## config.mk

```make
export PLATFORM = sky130hd
export DESIGN_NAME = wba_ctrl
export DESIGN_NICKNAME = d
export VERILOG_FILES = /design/src/hdl/wba_pkg.sv /design/src/hdl/wba_ctrl.sv
export SDC_FILE = /design/constraint.sdc
export NUM_CORES = 1
export LEC_CHECK = 0
export BUFFER_PORTS_ARGS = -buffer_cell sky130_fd_sc_hd__clkbuf_2
export CAP_MARGIN = 20
export CORE_AREA = 10 10 47 49
export CTS_CLUSTER_SIZE = 20
export DETAILED_ROUTE_END_ITERATION = 10
export DIE_AREA = 0 0 57 59
export HOLD_SLACK_MARGIN = 0.05
export PLACE_DENSITY = 0.35
export REMOVE_ABC_BUFFERS = 1
export SYNTH_ARGS = -nofsm -noshare
export SYNTH_HDL_FRONTEND = slang
export SYNTH_SLANG_ARGS = --single-unit
```

## constraint.sdc

```tcl
create_clock -name clk -period 3.1 [get_ports clk]
set_input_delay 0 -clock clk [delete_from_list [all_inputs] [get_ports clk]]
set_output_delay 0 -clock clk [all_outputs]
set_load 0.02 [all_outputs]
```

## src/hdl/wba_pkg.sv

```systemverilog
// shared widths, codes, state type and control structs for the weighted batch average
// no dependencies; compile first
package wba_pkg;

    localparam int VAL_W      = 16;   // q4.12 sample weight, element value and average
    localparam int PROD_W     = 32;   // q8.24 product
    localparam int ACC_W      = 48;   // q24.24 running total
    localparam int FRAC_BITS  = 12;
    localparam int DVD_W      = ACC_W - FRAC_BITS;   // dividend after dropping 12 frac bits
    localparam int IDX_W      = 8;
    localparam int VLEN_W     = 9;
    localparam int BATCH_W    = 11;
    localparam int CFG_IDX_W  = 1;
    localparam int CFG_DATA_W = 11;
    localparam int DIV_CNT_W  = $clog2(DVD_W);

    localparam int DEF_MAX_VECTOR_LENGTH = 256;
    localparam int DEF_MAX_BATCH         = 1024;

    typedef enum logic [CFG_IDX_W-1:0] {
        REG_VECTOR_LENGTH = 1'b0,
        REG_BATCH_SIZE    = 1'b1
    } cfg_reg_t;

    typedef enum logic [2:0] {
        ST_IDLE,
        ST_ACC,
        ST_DLOAD,
        ST_DIV,
        ST_HOLD
    } state_t;

    typedef struct packed {
        logic capture;      // take the request, read the entry, advance counters
        logic accumulate;   // form the total and write it back
        logic div_load;     // load magnitude and sign into the divider
        logic div_step;     // one quotient bit
        logic out_load;     // move the saturated quotient into the output register
    } cmd_t;

    typedef struct packed {
        logic last_sample;  // captured request belongs to the last sample of a batch
        logic div_last;     // divider on its final bit
        logic out_free;     // output register empty or being taken
    } status_t;

endpackage

```

## src/hdl/wba_ctrl.sv

```systemverilog
// controller state machine for the weighted batch average
// depends on wba_pkg
module wba_ctrl (
    input  logic               clk,
    input  logic               rst_n,
    input  logic               in_valid,
    output logic               in_ready,
    input  wba_pkg::status_t   status,
    output wba_pkg::cmd_t      cmd
);

    wba_pkg::state_t state_reg;
    wba_pkg::state_t state_next;

    always_ff @(posedge clk or negedge rst_n)
    begin
        if (!rst_n)
        begin
            state_reg <= wba_pkg::ST_IDLE;
        end
        else
        begin
            state_reg <= state_next;
        end
    end

    always_comb
    begin
        state_next = state_reg;
        cmd        = '0;
        in_ready   = 1'b0;
        unique case (state_reg)
            wba_pkg::ST_IDLE:
            begin
                in_ready    = 1'b1;
                cmd.capture = in_valid;
                if (in_valid)
                begin
                    state_next = wba_pkg::ST_ACC;
                end
            end
            wba_pkg::ST_ACC:
            begin
                cmd.accumulate = 1'b1;
                state_next = status.last_sample ? wba_pkg::ST_DLOAD : wba_pkg::ST_IDLE;
            end
            wba_pkg::ST_DLOAD:
            begin
                cmd.div_load = 1'b1;
                state_next   = wba_pkg::ST_DIV;
            end
            wba_pkg::ST_DIV:
            begin
                cmd.div_step = 1'b1;
                if (status.div_last)
                begin
                    state_next = wba_pkg::ST_HOLD;
                end
            end
            wba_pkg::ST_HOLD:
            begin
                if (status.out_free)
                begin
                    cmd.out_load = 1'b1;
                    state_next   = wba_pkg::ST_IDLE;
                end
            end
            default:
            begin
                state_next = wba_pkg::ST_IDLE;
            end
        endcase
    end

endmodule

```

==> qor.json <==
{
  "status": "finished, final reports clean",
  "period_utilization_pct": 39.7,
  "post-synth-top-area-fraction_pct": 41.1,
  "largest_register_ffs": 3,
  "synth.yosys.warnings": 0,
  "max_cap_violations": 0,
  "relSlewSlack_pct": 85.0,
  "place.gp.congestion": 0.740,
  "cp_max_fo": 8,
  "globalRouteOverflowTotal": 0,
  "cts_hold_repair.buffers": 2,
  "mostFrequentLayoutCell": "clkbuf_2",
  "worst-endpoint-required_ns": 3.10,
  "ir_worst_vdd_mv": 0.356,
  "synthXorXnorAreaFrac_pct": 0,
  "cts_tree": "done",
  "post_drt_via_cell_ratio": 4.02,
  "syn2layout_area_growth_pct": 62.3,
  "root_buffer": "clkbuf_4",
  "worstSetupStartpointType": "flip-flop",
  "utilization_pct": 21.2,
  "grt_pass1_vias": 239,
  "fin_crit_ns": 1.23,
  "remaining_drcs": 0,
  "tightestPinTransition_ns": 0.224,
  "cts-htree-levels": 1,
  "worstHoldPathType": "in2reg",
  "p_per_area_nw_per_um2": 1010,
  "num_vias": 205,
  "static-leakage-power_nw": 0.144,
  "drt_iter0_markers": 3,
  "setup-tns-final_ns": 0,
  "synth_seq_area_share_pct": 41.1,
  "critical_path.endpoint_type": "output pin",
  "fin_total_pwr_uw": 300,
  "clock-skew-final_ns": 0.00647,
  "mostFrequentLayoutCells": "11 x clkbuf_2, 3 x clkbuf_4, 3 x dfrtp_1",
  "routed_wire_length_per_instance_um": 11.4,
  "cts-root-to-sink-buffers": 2,
  "rsz0062_at_grt": "false",
  "synth_top_cells_by_area": "dfrtp_1 41%, and2_1 6.8%, and4bb_2 6.8%, nand2b_1 6.8%, a32o_1 5.5%",
  "synth_compound_gate_area_share_pct": 13.0,
  "gr-usage-all-layers_pct": 4.06,
  "synth_top_family_by_area": "simple AND/OR/NAND/NOR gates",
  "post_cts.resized_instances": 0,
  "fp.dieW_um": 57,
  "final_worst_setup_slack_ns": 1.87,
  "timing_worst_setup_path_type": "reg2out",
  "slew_viol_final": 0,
  "worstPathArrival_ns": 1.23,
  "post_route_cells_drive_above_1_share_pct": 42.9,
  "clkSlewWorstSetupHoldPaths_ns": 0.04,
  "post_synth_instance_area_um2": 183,
  "detail_route.wirelength_um": 583,
  "antenna_found_initial": 0,
  "max_clock_freq_mhz": 813,
  "synthesis.area_per_instance_um2": 9.61,
  "diode_count": 0,
  "dieArea_um2": 3360,
  "count_of_boundary_i_o_pins": 12,
  "antenna_left": 0,
  "synthAdderAreaFrac_pct": 0,
  "final_nets": 42,
  "postCtsSetupRepairBufs": 0,
  "timing.final.setup_violations": 0,
  "start_util_pct": 13.0,
  "synth_cells": 19,
  "chipHeight_um": 59,
  "cts_inserted_buffers": 3,
  "netlist_cell_types": 13,
  "synth_simple_gate_area_share_pct": 41.8,
  "ff_latch_count_synth": 3,
  "num-fill-cells": 161,
  "yosysTopAreaCell": "dfrtp_1",
  "worst_skew_pair.late_latency_ns": 0.24,
  "synth_mux_area_share_pct": 0,
  "hold_violations_final": 0,
  "cts_num_sinks": 3,
  "detailedPlace.worstSlack_ns": 1.98,
  "detail_route.first_pass.iterations": 2,
  "hpwl_um": 474,
  "placeableCoreArea_um2": 1400,
  "grt_first_pass_wirelength_mm": 1.01,
  "io_buffer_count": 11,
  "fp-row-count": 14,
  "grt_max_degree": 10
}
[synthesized netlist by cell type]
master and number:
and2b_1 1, nor3_1 2, o2bb2ai_1 1, buf_4 1
nand2_1 1, and2_1 2, o21ai_0 1, nand2b_1 2
and4bb_2 1, dfrtp_1 3, a32o_1 1, or4b_1 1
nor2_1 2
[critical path, stage by stage (launching register included)]
cell and delay [ns]:
dfrtp_1 0.43, and2b_1 0.26, and2_1 0.14, clkbuf_2 0.16
[metrics by stage]
step / hold slack, ns / instances / cell area [um^2]
global route: 0.0588 / 51 / 297
floorplan: -0.296 / 18 / 175
CTS: 0.0502 / 51 / 297
finish: 0.0405 / 51 / 297
global placement: -0.194 / 45 / 250
detailed placement: -0.198 / 45 / 250
[power breakdown]
part	total [mW]	switching [mW]	internal (mW)
Clock	0.0702	0.0219	0.0483
Sequential	0.0840	0.0282	0.0559
Combinational	0.146	0.0846	0.0616
[cells by family (layout without fill, tap and decap cells)]
group                  Yosys count  count (layout)
DFF                              3               3
AOI/OAI and AO/OA                3               3
and+or+nand+nor                 12              12
buffers and inverters            1              17
[area by class of cell]
cell class                 count  area (um^2)  share of cell area (%)
tap                           16         20.0                    6.75
sequential                     3         75.1                    25.3
clock buffer                   4         26.3                    8.86
multi-input combinational     15          100                    33.8
timing repair buffer          13         75.1                    25.3
[routing by layer]
layer | GRT usage (%) | part of all wire, %
met1 | 3.19 | 35
met4 | 4.03 | 3.6
met3 | 3.00 | 7.4
met2 | 6.36 | 54
met5 | 0 | 0
[worst paths after layout]
path,to,slack [ns],from,depth (start not counted)
worst min-delay path,state_reg[0],0.04,in_valid,3
max in group asynchronous,state_reg[1],2.89,rst_n,2
worst max-delay path,cmd[1],1.87,state_reg[2],3
min in group asynchronous,state_reg[0],0.09,rst_n,2
worst min register to register,state_reg[0],0.56,state_reg[2],1
worst max register to register,state_reg[2],1.97,state_reg[0],2
(Power assumes the default switching activity.)
